--- config.mk ---
export PLATFORM = sky130hd
export DESIGN_NAME = url_percent_encoder_flat
export DESIGN_NICKNAME = d
export VERILOG_FILES = /design/src/rtl/core/upe_pkg.sv /design/src/rtl/core/upe_in_if.sv /design/src/rtl/core/upe_out_if.sv /design/src/rtl/core/upe_cfg_if.sv /design/src/rtl/core/upe_step.sv /design/src/rtl/core/url_percent_encoder.sv /design/src/flat_wrapper.sv
export SDC_FILE = /design/constraint.sdc
export NUM_CORES = 1
export LEC_CHECK = 0
export BUFFER_PORTS_ARGS = -buffer_cell sky130_fd_sc_hd__buf_4
export CAP_MARGIN = 0
export CORE_MARGIN = 2
export CORE_UTILIZATION = 25
export DETAILED_ROUTE_END_ITERATION = 10
export GPL_TIMING_DRIVEN = 0
export SKIP_LAST_GASP = 1
export SYNTH_ARGS = -nofsm -noshare
export SYNTH_HDL_FRONTEND = slang
export SYNTH_HIERARCHICAL = 1
export SYNTH_SLANG_ARGS = --single-unit
--- constraint.sdc ---
create_clock -name clk -period 14.9 [get_ports clk]
set_input_delay 4.47 -clock clk [delete_from_list [all_inputs] [get_ports clk]]
set_output_delay 4.47 -clock clk [all_outputs]
set_load 0.02 [all_outputs]
--- src/rtl/core/upe_pkg.sv ---
`default_nettype none

package upe_pkg;

  // most characters that one byte can release: a broken escape flush plus an encoded byte
  localparam int MaxChars = 5;
  localparam int CntW     = $clog2(MaxChars + 1);

  localparam logic [1:0] SetPath     = 2'd0;
  localparam logic [1:0] SetQuery    = 2'd1;
  localparam logic [1:0] SetFragment = 2'd2;

  localparam logic [7:0] Percent = 8'h25;

  typedef logic [6:0]      char_t;
  typedef logic [CntW-1:0] cnt_t;

  // characters released by one request, in output order from index 0
  typedef struct packed {
    char_t [MaxChars-1:0] chars;
    cnt_t                 cnt;
  } bundle_t;

  function automatic logic is_hex(input logic [7:0] b);
    return (b inside {[8'h30:8'h39], [8'h41:8'h46], [8'h61:8'h66]});
  endfunction

  function automatic char_t to_upper_hex(input logic [7:0] b);
    if (b inside {[8'h61:8'h66]}) begin
      return char_t'(b - 8'h20);
    end
    return b[6:0];
  endfunction

  function automatic char_t hex_char(input logic [3:0] nib);
    if (nib < 4'd10) begin
      return char_t'({3'b011, nib});
    end
    return char_t'(8'h37 + {4'd0, nib});
  endfunction

  // keep-set membership; selector value 3 acts as the fragment set
  function automatic logic is_kept(input logic [7:0] b, input logic [1:0] sel);
    logic common;
    logic extra;
    common = (b inside {[8'h41:8'h5A], [8'h61:8'h7A], [8'h30:8'h39],
                        8'h2D, 8'h2E, 8'h5F, 8'h7E,
                        8'h21, 8'h24, 8'h25, 8'h26, [8'h28:8'h2C], 8'h2F,
                        8'h3A, 8'h3B, 8'h3D, 8'h40, [8'h5B:8'h5E], 8'h7C});
    case (sel)
      SetPath:  extra = (b == 8'h27);
      SetQuery: extra = (b inside {8'h3F, 8'h60, 8'h7B, 8'h7D});
      default:  extra = (b inside {8'h23, 8'h27, 8'h3F, 8'h7B, 8'h7D});
    endcase
    return common || extra;
  endfunction

endpackage

`default_nettype wire

--- src/rtl/core/upe_in_if.sv ---
`default_nettype none

interface upe_in_if;
  logic       valid;
  logic       ready;
  logic [7:0] in_byte;
  logic       in_last;

  modport source (output valid, output in_byte, output in_last, input ready);
  modport sink   (input valid, input in_byte, input in_last, output ready);
endinterface

`default_nettype wire

--- src/rtl/core/upe_out_if.sv ---
`default_nettype none

interface upe_out_if;
  logic       valid;
  logic       ready;
  logic [6:0] out_char;
  logic       out_last;

  modport source (output valid, output out_char, output out_last, input ready);
  modport sink   (input valid, input out_char, input out_last, output ready);
endinterface

`default_nettype wire

--- src/rtl/core/upe_cfg_if.sv ---
`default_nettype none

interface upe_cfg_if;
  logic       valid;
  logic       ready;
  logic [1:0] data;

  modport source (output valid, output data, input ready);
  modport sink   (input valid, input data, output ready);
endinterface

`default_nettype wire

--- src/rtl/core/upe_step.sv ---
`default_nettype none

module upe_step (
  input  wire logic [7:0]      in_byte,
  input  wire logic            in_last,
  input  wire logic [1:0]      keep_set,
  input  wire logic [1:0]      la_count,
  input  wire logic [7:0]      la_digit,
  output upe_pkg::bundle_t     bundle,
  output logic      [1:0]      la_count_next,
  output logic      [7:0]      la_digit_next
);

  upe_pkg::char_t [1:0] pre;
  logic [1:0]           pre_cnt;
  upe_pkg::char_t [2:0] tail;
  logic [1:0]           tail_cnt;
  logic                 tail_on;
  logic                 hold_pct;
  logic                 byte_hex;

  always_comb begin
    byte_hex = upe_pkg::is_hex(in_byte);

    // the new byte processed on its own
    tail_cnt = 2'd0;
    tail     = '0;
    hold_pct = (in_byte == upe_pkg::Percent) && !in_last;
    if (!hold_pct) begin
      if (!in_byte[7] && upe_pkg::is_kept(in_byte, keep_set)) begin
        tail[0]  = in_byte[6:0];
        tail_cnt = 2'd1;
      end else begin
        tail[0]  = upe_pkg::char_t'(upe_pkg::Percent);
        tail[1]  = upe_pkg::hex_char(in_byte[7:4]);
        tail[2]  = upe_pkg::hex_char(in_byte[3:0]);
        tail_cnt = 2'd3;
      end
    end

    pre           = '0;
    pre_cnt       = 2'd0;
    tail_on       = 1'b1;
    la_count_next = hold_pct ? 2'd1 : 2'd0;
    la_digit_next = la_digit;

    case (la_count)
      2'd0: begin
      end
      2'd1: begin
        pre[0]  = upe_pkg::char_t'(upe_pkg::Percent);
        pre_cnt = 2'd1;
        if (byte_hex) begin
          tail_on = 1'b0;
          if (in_last) begin
            // lone escape start at the end: literal percent and the digit
            pre[1]        = in_byte[6:0];
            pre_cnt       = 2'd2;
            la_count_next = 2'd0;
          end else begin
            pre_cnt       = 2'd0;
            la_count_next = 2'd2;
            la_digit_next = in_byte;
          end
        end
      end
      default: begin
        pre[0]  = upe_pkg::char_t'(upe_pkg::Percent);
        pre_cnt = 2'd2;
        if (byte_hex) begin
          // complete escape, digits normalized to upper case
          tail_on       = 1'b0;
          pre[1]        = upe_pkg::to_upper_hex(la_digit);
          tail[0]       = upe_pkg::to_upper_hex(in_byte);
          la_count_next = 2'd0;
        end else begin
          pre[1] = la_digit[6:0];
        end
      end
    endcase

    if (!tail_on) begin
      // only the completed escape adds its last digit
      tail_cnt = (la_count >= 2'd2) ? 2'd1 : 2'd0;
    end

    bundle.chars = '0;
    case (pre_cnt)
      2'd0: begin
        bundle.chars[0] = tail[0];
        bundle.chars[1] = tail[1];
        bundle.chars[2] = tail[2];
      end
      2'd1: begin
        bundle.chars[0] = pre[0];
        bundle.chars[1] = tail[0];
        bundle.chars[2] = tail[1];
        bundle.chars[3] = tail[2];
      end
      default: begin
        bundle.chars[0] = pre[0];
        bundle.chars[1] = pre[1];
        bundle.chars[2] = tail[0];
        bundle.chars[3] = tail[1];
        bundle.chars[4] = tail[2];
      end
    endcase
    bundle.cnt = upe_pkg::cnt_t'(pre_cnt) + upe_pkg::cnt_t'(tail_cnt);
  end

endmodule

`default_nettype wire

--- src/rtl/core/url_percent_encoder.sv ---
// url_percent_encoder: streaming percent-encoder for one URL component
//
// in_ch carries the UTF-8 bytes of the component, in_last on its final byte.
// out_ch carries one ASCII character per request, out_last on the final one.
// cfg writes keep_set (0 path, 1 query, 2 fragment); write it only while idle.
// cfg is always ready.
//
// out_ch is driven straight from the result register, so the characters that a
// taken byte releases are registered. A '%' and the hex digit after it are held
// back until the next byte tells whether they form an escape; they never
// show on their own until then.
// throughput: the output side moves one character per cycle while the receiver
// is ready. A kept byte releases one character, an encoded byte or a completed
// escape three, and a broken escape flushed ahead of an encoded byte up to five.
// Bytes that release nothing are taken without loading the result register.
// A new byte is taken in the cycle the last buffered character leaves.
// reset: lookahead empty, output register empty, keep_set = path.
// when the receiver stalls, the current character holds and in_ch backs up.
`default_nettype none

module url_percent_encoder (
  input wire logic  clk,
  input wire logic  rst,
  upe_in_if.sink    in_ch,
  upe_out_if.source out_ch,
  upe_cfg_if.sink   cfg
);

  // configuration register
  logic [1:0] keep_set;

  // lookahead: count of held bytes; the first is always '%', the second a hex digit
  logic [1:0] la_count;
  logic [1:0] la_count_next;
  logic [7:0] la_digit;
  logic [7:0] la_digit_next;

  // result register: characters still to send for the current request
  upe_pkg::char_t [upe_pkg::MaxChars-1:0] chars;
  upe_pkg::cnt_t                          cnt;
  logic                                   last;

  upe_pkg::bundle_t step;
  logic             in_take;
  logic             out_take;

  upe_step u_step (
    .in_byte       (in_ch.in_byte),
    .in_last       (in_ch.in_last),
    .keep_set      (keep_set),
    .la_count      (la_count),
    .la_digit      (la_digit),
    .bundle        (step),
    .la_count_next (la_count_next),
    .la_digit_next (la_digit_next)
  );

  assign cfg.ready = 1'b1;

  // output straight from the result register, head character first
  assign out_ch.valid    = (cnt != '0);
  assign out_ch.out_char = chars[0];
  assign out_ch.out_last = last && (cnt == upe_pkg::cnt_t'(1));
  assign out_take        = out_ch.valid && out_ch.ready;

  // free, or the last waiting character leaves in this cycle
  assign in_ch.ready = (cnt == '0) || ((cnt == upe_pkg::cnt_t'(1)) && out_ch.ready);
  assign in_take     = in_ch.valid && in_ch.ready;

  always_ff @(posedge clk) begin
    if (rst) begin
      keep_set <= upe_pkg::SetPath;
      la_count <= 2'd0;
      cnt      <= '0;
    end else begin
      if (cfg.valid) begin
        keep_set <= cfg.data;
      end
      if (in_take) begin
        la_count <= la_count_next;
        la_digit <= la_digit_next;
      end
      if (in_take && (step.cnt != '0)) begin
        chars <= step.chars;
        cnt   <= step.cnt;
        last  <= in_ch.in_last;
      end else if (out_take) begin
        // shift the next character to the head
        chars <= {upe_pkg::char_t'(0), chars[upe_pkg::MaxChars-1:1]};
        cnt   <= cnt - upe_pkg::cnt_t'(1);
      end
    end
  end

  // the last byte always empties the lookahead
  a_last_flushes: assert property (@(posedge clk) disable iff (rst)
    in_take && in_ch.in_last |=> la_count == 2'd0)
    else $error("lookahead not empty after last byte");

  // the last byte always releases at least one character
  a_last_emits: assert property (@(posedge clk) disable iff (rst)
    in_take && in_ch.in_last |=> cnt != '0)
    else $error("last byte released no character");

  // never more than two bytes held
  a_la_bound: assert property (@(posedge clk) disable iff (rst)
    la_count != 2'd3)
    else $error("lookahead count out of range");

  // result register never overfills
  a_cnt_bound: assert property (@(posedge clk) disable iff (rst)
    cnt <= upe_pkg::cnt_t'(upe_pkg::MaxChars))
    else $error("result count out of range");

endmodule

`default_nettype wire
--- src/flat_wrapper.sv ---
// flat-port wrapper written by rule: the top's interface ports become plain ports
module url_percent_encoder_flat 
  (clk, rst, in_ch_valid, in_ch_in_byte, in_ch_in_last, in_ch_ready, out_ch_valid, out_ch_out_char, out_ch_out_last, out_ch_ready, cfg_valid, cfg_data, cfg_ready);
  upe_in_if in_ch_i ();
  upe_out_if out_ch_i ();
  upe_cfg_if cfg_i ();
  input wire logic clk;
  input wire logic rst;
  input wire logic [$bits(in_ch_i.valid)-1:0] in_ch_valid;
  input wire logic [$bits(in_ch_i.in_byte)-1:0] in_ch_in_byte;
  input wire logic [$bits(in_ch_i.in_last)-1:0] in_ch_in_last;
  output wire logic [$bits(in_ch_i.ready)-1:0] in_ch_ready;
  output wire logic [$bits(out_ch_i.valid)-1:0] out_ch_valid;
  output wire logic [$bits(out_ch_i.out_char)-1:0] out_ch_out_char;
  output wire logic [$bits(out_ch_i.out_last)-1:0] out_ch_out_last;
  input wire logic [$bits(out_ch_i.ready)-1:0] out_ch_ready;
  input wire logic [$bits(cfg_i.valid)-1:0] cfg_valid;
  input wire logic [$bits(cfg_i.data)-1:0] cfg_data;
  output wire logic [$bits(cfg_i.ready)-1:0] cfg_ready;
  assign in_ch_i.valid = in_ch_valid;
  assign in_ch_i.in_byte = in_ch_in_byte;
  assign in_ch_i.in_last = in_ch_in_last;
  assign in_ch_ready = in_ch_i.ready;
  assign out_ch_valid = out_ch_i.valid;
  assign out_ch_out_char = out_ch_i.out_char;
  assign out_ch_out_last = out_ch_i.out_last;
  assign out_ch_i.ready = out_ch_ready;
  assign cfg_i.valid = cfg_valid;
  assign cfg_i.data = cfg_data;
  assign cfg_ready = cfg_i.ready;
  url_percent_encoder u_core (.clk(clk), .rst(rst), .in_ch(in_ch_i), .out_ch(out_ch_i), .cfg(cfg_i));
endmodule
Word level (Yosys, flattened, before mapping)
Index checks and enable logic that the tools add are counted.

Word-level logic and storage cells: 146. Output and inout port bits: 11. Input bits: 16. Bits in registers: 51.

Equal/unequal tests: 24. $lt $le $gt $ge: 17. Mux-type cells: 52. Bitwise gates (word level): 2. Reduce and logical (&&, ||, !) cells: 35. Add/subtract/negate cells: 6.

Operators with widths (count): $mux W7 (15); $eq A8 B6 Y1 const B (13); $mux W35 (2); $eq A8 B7 Y1 const B (7); $le A8 B7 Y1 const B (6); $pmux W21 S2 (1); $ge A8 B7 Y1 const B (4); $pmux W14 S2 (1); $mux W21 (1); $reduce_bool A19 Y1 (1); $mux W1 (18); $ge A8 B6 Y1 const B (2); $le A8 B6 Y1 const B (2); $logic_and A1 B1 Y1 (15); $add A6 B4 Y7 const A (2); $mux W14 (1); $mux W2 (7); $pmux W7 S2 (1); $sub A7 B6 Y7 const B (2); $reduce_bool A3 Y1 (3); $lt A4 B4 Y1 const B (2); $pmux W2 S2 (2); $eq A2 B1 Y1 const B (3); $logic_not A2 Y1 (3); 16 further kinds (22).

Longest topological paths before layout
Depth in word-level cells: 15. Mapped depth: 18. Mapped depth without buffers: 14.

By module
Netlist, hierarchy kept.

By module, submodules not included: url_percent_encoder (seq. area each 1461.4 µm², times used 1, cells each 138, area each 2298.5 µm²); upe_step (seq. area each 0.0 µm², times used 1, cells each 269, area each 1813.0 µm²).

Worst setup path after synthesis
Ideal clock, no wire load.

Path type: input-to-reg. Start point: input in_ch_in_byte[1]. End point: register u_core/chars[10] (netlist bit), enable pin. Data required time: 14.461 ns. Stages on the path: 18. Arrival: 9.498 ns. Path slack: 4.963 ns. Cells stage by stage: clkbuf_1 -> inv_1 -> ha_1 -> or3b_1 -> a32o_1 -> a222oi_1 -> buf_2 -> nand2_2 -> inv_1 -> buf_2 -> ha_1 -> inv_1 -> fa_1 -> inv_1 -> or2_2 -> o21ai_4 -> buf_6 -> a21oi_1.

RTL lines: from (decl) (RTL line flat_wrapper.sv:10) `input wire logic [$bits(in_ch_i.in_byte)-1:0] in_ch_in_byte;`; to (signal assigned) (RTL line url_percent_encoder.sv:84) `chars <= step.chars;`; to (signal assigned) (RTL line url_percent_encoder.sv:89) `chars <= {upe_pkg::char_t'(0), chars[upe_pkg::MaxChars-1:1]};`; to (decl) (RTL line url_percent_encoder.sv:39) `upe_pkg::char_t [upe_pkg::MaxChars-1:0] chars;`.

==> results.md <==
- R2r setup slk: 11120 ps
- Vias in the first global route: 3176
- TritonCTS clock tree: built
- CP startpoint kind: input port
- Clock share of power: 22.9%
- Fillcell total: 1724
- Post-Synth XOR/XNOR Area: 0.639%
- Synth Area in Compound Gates: 18.3%
- Hold path cells: 2
- Register area share after synthesis: 35.5%
- Yosys warnings: 6
- Post-Syn Area per Cell: 10.1 um^2
- CP Class: input port to flip-flop
- Core Util, Final: 29.8%
- CP max-delay cell: nor4b_1
- Skew final: 5.44 ps
- Main combinational cell family by area after synthesis: simple AND/OR/NAND/NOR gates
- Critical path cell sequence: buf_4 > clkbuf_1 > inv_1 > ha_1 > nor4b_1 > a2111oi_1 > a222oi_1 > buf_2 > nand2_2 > inv_1 > buf_2 > ha_1 > inv_1 > fa_1 > inv_1 > or2_2 > o21ai_4 > buf_6 > a21oi_4 > buf_12
- Net Count, Synth: 443
- FF+latch count, synth: 51
- Max Fclk: 0.104 GHz
- Row Count: 46
- R2R Path Start: u_core/keep_set[1]
- Comb power frac: 39.7%
- First-pass GRT wire length: 17.5 mm
- Ant diodes: 0
- Gr usage total: 12.5%
- Final Cycle Share: 64.5%
- DR pass1 iterations: 5
- Critical Path Fanout Max: 30
- DRC Markers: 0
- Initial Util: 25.7%
- Resized cells post-CTS: 0
- Maximum buffer depth of the clock tree: 2
- Lkg Pwr: 1.84 nW
- Hold_buf cts: 0
- Most frequent CP cell: inv_1
- IO Pins: 27
- Crit end category: flip-flop
- Antenna violations before repair: 0
- DRT iter0 DRCs: 465
- # H-tree levels: 2
- Chip height: 132 um
- Minimum clock period: 9610 ps
- Post-synth cell types: 71
- Final WL: 10.8 mm
- Commonest non-fill, non-tap cell in the layout: edfxtp_1
- Routed vias: 3374
- Root Buffer: clkbuf_16
- Synthesized-area fraction occupied by adder cells: 6.27%
- Fin. max-slew vios: 0
- Final Hold Viols: 0
- Worst skew pair latency: 300 ps
- Gpl congestion: 0.905
- NumNets Final: 476
- Synthesized cell area: 4110 um^2
- Sw power: 177 uW
- Required @ worst endpoint: 14950 ps
- Hold crit path type: flip-flop to flip-flop
- Total CTS buffers: 5
- Commonest non-fill, non-tap cells in the layout: edfxtp_1, buf_4, nor2_1
- Post-DP HPWL: 8.03 mm
- Simple-Gate Fraction of Synth Area: 18.6%
- Die X: 132 um
- Sw Ratio: 31.1%
- Post-synth top flop: edfxtp_1
- Sum Neg Setup Slack: 0 ps
- Final ANT Viol Nets: 0
- Syn Inst Count: 407
- Global route overflow: 0
- Die area: 17500 um^2
- Layout cell share with drive strength beyond 1: 24.7%
- Rel. slew slack: 48.5%
- FFs w/ async S/R, synth: 0%
- Port-buffer cells: 25
- WP data arrival: 9660 ps
- P_int: 394 uW
- Hold Path Origin: u_core/keep_set[0]
- Final setup vio count: 0
- R2r worst-path depth: 15
- Critical Path Max Stage Delay: 590 ps
- Largest net degree at the start of global routing: 31
- Vias per cell: 5.14
- # Max-Cap Violations: 0
- Wire per inst: 16.5 um
- Sequential share of power: 37.4%
- Area Overhead vs Synth: 16.0%
- Worst setup path start: in_ch_in_byte[1]
- Unrepaired setup endpoints after global routing: false
- Core ar.: 16000 um^2
- PD cells: 120 nW/um^2
- R2R Path End: u_core/out_ch.out_char[0]
- Peak VDD IR: 0.0859 mV
- Worst Tran Pin Value: 772 ps
- Number of flops mapped to enable cells by yosys: 44
- Post-synthesis mux area share: 13.8%
- Worst-path clk slew: 70 ps
- Outcome: finished, final reports clean
- Clock sink total: 51
- Hold EP: u_core/keep_set[0]
- Setup bufs post-CTS: 0
## metrics by stage
step | setup WS (ps) | std cells | power, mW | hold slack (ps) | cell area (um^2)
3_5_place_dp | 5080 | 649 | 0.444 | 489 | 4600
6_report | 5290 | 657 | 0.571 | 502 | 4770
3_3_place_gp | 3070 | 648 | 0.435 | 494 | 4570
5_1_grt | 4950 | 657 | 0.603 | 546 | 4770
4_1_cts | 5330 | 657 | 0.578 | 506 | 4770
2_1_floorplan | 4960 | 407 | 0.383 | 461 | 4110
## synth_stat cells, drive strengths merged (7+ instances only)
master	n	area [um^2]
a21oi	16	80.1
a22oi	9	67.6
and2	13	81.3
buf	28	191
clkbuf	7	26.3
dfxtp	7	140
edfxtp	44	1320
ha	19	238
inv	17	63.8
mux2	35	495
mux2i	7	70.1
nand2	22	85.1
nand2b	7	43.8
nor2	31	116
nor2b	10	62.6
nor3	11	66.3
o21ai	21	124
## per-layer routing
metal  vias up  GRT usage (%)  routed length [um]
li1       1593              -                   -
met1      1623           17.2                4910
met4         0           3.52                 202
met5         -              0                   0
met3        18           2.73                 738
met2       140           19.7                4970
## area by class of cell
| class | count | area (um^2) | area share (%) |
|---|---|---|---|
| sequential | 51 | 1460 | 30.6 |
| tap | 216 | 270 | 5.67 |
| inverter | 17 | 63.8 | 1.34 |
| buffer | 35 | 218 | 4.56 |
| clock buffer | 5 | 125 | 2.62 |
| clock inverter | 3 | 43.8 | 0.918 |
| multi-input combinational | 304 | 2380 | 49.9 |
| timing repair buffer | 26 | 208 | 4.35 |
## worst max-delay path: cells and delay by family
family                   cells  cell delay, ps
AND/OR/NAND/NOR              3            1090
AO/OA/AOI/OAI                4             910
adder cells (fa/ha/maj)      3            1030
buffers and inverters       10            2120
## power groups by stage
stage                     sequential (mW)  clock [mW]  combinational, mW
after detailed placement            0.217           0              0.227
after CTS                           0.214       0.136              0.228
after floorplan                     0.214           0              0.168
final                               0.213       0.131              0.227
after global routing                0.217       0.141              0.246
after global placement              0.218           0              0.217
## how the worst max path moves through the flow
stage               depth (start not counted)  slack, ps                         to
floorplan                                  18       4960           u_core/chars[10]
global placement                           19       3070           u_core/chars[10]
detailed placement                         20       5080  u_core/out_ch.out_char[1]
CTS                                         4       5330                in_ch_ready
global route                               20       4950           u_core/chars[15]
finish                                     20       5290  u_core/out_ch.out_char[0]
## state kept, by name, indices dropped and copies added (netlist names)
signal	flops
u_core/cnt	3
u_core/out_ch.out_char	7
u_core/la_count	2
u_core/last	1
u_core/chars	28
u_core/keep_set	2
u_core/la_digit	8
## cells by family (layout without fill, tap and decap cells)
| logic type | after synthesis | count (layout) |
|---|---|---|
| XOR/XNOR | 3 | 3 |
| other | 1 | 1 |
| buffers and inverters | 52 | 86 |
| flip-flops | 51 | 51 |
| adder cells (fa/ha/maj) | 20 | 20 |
| AND/OR/NAND/NOR | 134 | 134 |
| multiplexers | 42 | 42 |
| AO/OA/AOI/OAI | 104 | 104 |
Power figures use the tool's default switching activity.
